$ cat config.mk
export PLATFORM = sky130hd
export DESIGN_NAME = vt4_merge
export DESIGN_NICKNAME = d
export VERILOG_FILES = /design/src/design/vt4_pkg.sv /design/src/design/vt4_merge.sv
export SDC_FILE = /design/constraint.sdc
export NUM_CORES = 1
export LEC_CHECK = 0
export BUFFER_PORTS_ARGS = -buffer_cell sky130_fd_sc_hd__buf_2
export CELL_PAD_IN_SITES_DETAIL_PLACEMENT = 0
export CELL_PAD_IN_SITES_GLOBAL_PLACEMENT = 2
export CORE_UTILIZATION = 27
export DETAILED_ROUTE_END_ITERATION = 6
export PLACE_DENSITY = 0.75
export SLEW_MARGIN = 20
export SYNTH_ARGS = -nofsm -noshare
export SYNTH_HDL_FRONTEND = slang
export SYNTH_SLANG_ARGS = --single-unit
$ cat constraint.sdc
create_clock -name clk_i -period 4.71 [get_ports clk_i]
set_input_delay 0.942 -clock clk_i [delete_from_list [all_inputs] [get_ports clk_i]]
set_output_delay 0.942 -clock clk_i [all_outputs]
set_load 0.05 [all_outputs]
$ cat src/design/vt4_pkg.sv
// shared types and constants for the 4x4 vertex transform unit
package vt4_pkg;

  // matrix register file
  localparam int unsigned NUM_REGS  = 8;
  localparam int unsigned REG_IDX_W = 3;
  localparam int unsigned CFG_IDX_W = 4;
  localparam int unsigned CFG_W     = 64;

  // q16.16 data
  localparam int unsigned DATA_W = 32;
  localparam int unsigned LANES  = 4;
  localparam logic [DATA_W-1:0] ONE_Q16 = 32'h0001_0000;

  // identity matrix at reset, two entries per register, lower column in low half
  localparam logic [CFG_W-1:0] CFG_RESET [NUM_REGS] = '{
    64'h0000_0000_0001_0000, 64'h0000_0000_0000_0000,
    64'h0001_0000_0000_0000, 64'h0000_0000_0000_0000,
    64'h0000_0000_0000_0000, 64'h0000_0000_0001_0000,
    64'h0000_0000_0000_0000, 64'h0001_0000_0000_0000
  };

  // func codes
  typedef enum logic {
    FUNC_VEC4  = 1'b0,
    FUNC_POINT = 1'b1
  } func_e;

  typedef logic signed [DATA_W-1:0] q16_t;

  // per-stage load strobes shared by all lanes
  typedef struct packed {
    logic mul;
    logic pair;
    logic fin;
  } stage_en_t;

endpackage

$ cat src/design/vt4_merge.sv
// merge stage: gathers the four lane results into the output word register
module vt4_merge (
  input  logic                                  clk_i,
  input  logic                                  rst_ni,
  input  logic                                  valid_i,
  input  vt4_pkg::func_e                        func_i,
  input  vt4_pkg::q16_t                         res_i [vt4_pkg::LANES],
  input  logic [vt4_pkg::LANES-1:0]             sat_i,
  input  logic                                  out_stall_i,
  output logic                                  ready_o,
  output logic                                  out_valid_o,
  output logic signed [vt4_pkg::DATA_W-1:0]     out_x_o,
  output logic signed [vt4_pkg::DATA_W-1:0]     out_y_o,
  output logic signed [vt4_pkg::DATA_W-1:0]     out_z_o,
  output logic signed [vt4_pkg::DATA_W-1:0]     out_w_o,
  output logic                                  saturated_o
);

  logic          out_valid_q;
  logic          load;
  vt4_pkg::q16_t w_d;
  logic          sat_d;
  vt4_pkg::q16_t x_q, y_q, z_q, w_q;
  logic          sat_q;

  // output register frees up when empty or when the word is taken
  assign ready_o = !out_valid_q || !out_stall_i;
  assign load    = valid_i && ready_o;

  // point mode drops row 3 from both w and the clamp flag
  always_comb begin
    unique case (func_i)
      vt4_pkg::FUNC_POINT: begin
        w_d   = '0;
        sat_d = |sat_i[2:0];
      end
      vt4_pkg::FUNC_VEC4: begin
        w_d   = res_i[3];
        sat_d = |sat_i;
      end
      default: begin
        w_d   = res_i[3];
        sat_d = |sat_i;
      end
    endcase
  end

  always_ff @(posedge clk_i or negedge rst_ni) begin
    if (!rst_ni) begin
      out_valid_q <= 1'b0;
    end else if (ready_o) begin
      out_valid_q <= valid_i;
    end
  end

  always_ff @(posedge clk_i) begin
    if (load) begin
      x_q   <= res_i[0];
      y_q   <= res_i[1];
      z_q   <= res_i[2];
      w_q   <= w_d;
      sat_q <= sat_d;
    end
  end

  assign out_valid_o = out_valid_q;
  assign out_x_o     = x_q;
  assign out_y_o     = y_q;
  assign out_z_o     = z_q;
  assign out_w_o     = w_q;
  assign saturated_o = sat_q;

endmodule

==> impl_metrics.ini <==
[outcome]
status = complete, no violations

[flow_run]
max-cap-violations = 0

[synthesis]
yosys_most_used_dff = edfxtp_1
synth_common_cells = 129 x edfxtp_1, 32 x nor2b_1, 3 x buf_4
syn_area_mm2 = 0.00415
synth.area.top_cells = edfxtp_1 93%, nor2b_1 4.8%, dfrtp_1 0.60%
yosys_warnings = 0
synthesis.nets = 308
yosys.area.top_type = edfxtp_1
synth_top_area_share_pct = 93.3
synth_cells = 171
ys_types = 10
synth.avg_cell_area_um2 = 24.3
synth_edf_count = 129
async_reset_ff_share_pct = 0.769
ys_seq_area_share_pct = 93.9
synth.most_common_cell = edfxtp_1
ys_ff_latch = 130

[timing]
maxSlewViolCount = 0
setup_viol = 0
rsz0062_at_grt = no
post-route-min-period_ns = 2.35
layout_worst_path_cycle_share_pct = 49.8
fin_tns_setup_ns = 0
max_freq_mhz = 426
maxSlewHeadroom_pct = 42.3
skew_ns = 0.0110
worstMarginPinSlew_ns = 0.866
hold_viol_final = 0

[clock_tree]
cts_tree = done
cts.sinks = 130
worstSkewPairLatency_ns = 0.41
cts-root-buf = clkbuf_16
numCtsBuffers = 17
htreeDepth = 4
postCtsSetupBuffers = 0
cts_buffer_depth = 2
post_cts_resize_count = 0
ctsHoldBuffers = 0
clk_pin_slew_worst_paths_ns = 0.05

[placed_design]
dpl_cell_area_mm2 = 0.00572
port_buffers = 267
gp_congestion = 0.691
dp_hpwl_um = 7350
dp.cells = 620

[detailed_routing]
met2_length_um = 4850
wl_per_cell_um = 14.8
drc = 0
firstDrtPassIters = 4
drtIter0Drc = 64
route.antenna.remaining_nets = 0
finalWirelength_um = 9640
viasPerCell = 4.02
wl_met3_um = 1030
m1WireLength_um = 3560
num_vias = 2615
routed.top_layer = met4

[power]
p_int_w = 0.00220
switching_share_pct = 24.9
combPwrFrac_pct = 13.0
ir_drop_mv = 0.210
netSwitchingPower_w = 0.000731
power.leakage_nw = 2.65
p_clk_share_pct = 40.4
p_seq_share_pct = 46.6
p_per_area_mw_per_mm2 = 469

[die]
initial_core_util_pct = 28.1
ios = 268
fp.dieH_um = 126
rows = 44
die-area_mm2 = 0.0159
core_region_area_mm2 = 0.0148
die_w_um = 126

[setup_path]
crit_top_cell = buf_2
crit_type = input pin to primary output
crit_path_max_fanout = 3
crit_family = buffers and inverters
slowest_delay_ns = 0.27
crit_chain = buf_2 -> nand2_1 -> buf_2
critPathBufInv = 2
worstSetupEndpointType = primary output
crit_path_start_kind = input pin
slowest_stage = buf_2
cp.arrival_ns = 1.40
cp.required_ns = 3.77

[cells_and_area]
antenna_cells = 0
final_area_mm2 = 0.00625
drive_above_1_share_pct = 62.2
final_cells = 650
final_nets = 592
syn2layout_area_growth_pct = 50.5

[grt]
grt_pass1_wl_um = 14000
groute.usage.overall_pct = 12.2
overflow = 0
grt_pass1_vias = 2667
antenna_found_initial = 0
grt_max_degree = 66

[min_path]
hp-class = input pin to async pin
flip-flops by register name, indices dropped and copies added, names as in the netlist:
register,count
out_valid_o,1
out_z_o,32
saturated_o,1
out_w_o,32
out_y_o,32
out_x_o,32
per-layer routing:
metal,vias up,GRT usage [%]
met2,162,20.7
met4,0,6.87
met5,-,0
met1,1215,12.3
li1,1225,-
met3,13,6.03
path summary, 6_finish.rpt:
kind,startpoint,end,slack [ns],cells after the start
setup reg to reg,out_valid_o,out_x_o[18],2.70,3
max in group asynchronous,rst_ni,out_valid_o,4.33,1
hold reg to reg,out_valid_o,out_valid_o,0.55,2
hold / removal,rst_ni,out_valid_o,0.30,1
setup / recovery,out_stall_i,ready_o,2.36,3
min in group clk_i,out_valid_o,out_valid_o,0.55,2
cell type report:
cell class	count	area, um^2
tap	184	230
inverter	1	3.75
timing repair buffer	268	1360
clock buffer	21	440
fill	1388	8500
clock inverter	9	91.3
multi-input combinational	37	229
sequential	130	3900
kinds of logic (layout without fill, tap and decap cells):
logic type             after synthesis  after routing  synth area share (%)
AOI/OAI and AO/OA                    1              1                 0.120
buffers and inverters                4            299                 0.633
and+or+nand+nor                     36             36                  5.33
DFF                                130            130                  93.9
placed cells by master (no fill, tap or decap), types with 2 or more instances in the layout:
cell type  instances
clkbuf_1           4
clkbuf_16         17
bufinv_16          2
buf_2            267
clkinv_1           5
edfxtp_1         129
nor2b_1           32
through the flow:
step,setup slack [ns],utilization [%],hold slack (ns),total power [W]
after floorplan,1.25,-,0.646,0.00165
after global placement,2.08,38.8,0.507,0.00177
after detailed placement,2.04,38.8,0.523,0.00178
after CTS,2.37,42.4,0.276,0.00298
after global routing,2.33,42.4,0.278,0.00304
final,2.36,42.4,0.295,0.00293
power groups by stage:
stage / clock [W] / combinational, W / sequential (W)
CTS: 0.00122 / 0.000385 / 0.00137
detailed placement: 0 / 0.000386 / 0.00139
finish: 0.00119 / 0.000380 / 0.00137
global placement: 0 / 0.000382 / 0.00139
global route: 0.00127 / 0.000397 / 0.00137
floorplan: 0 / 0.0000372 / 0.00161
Power figures use the tool's default switching activity.
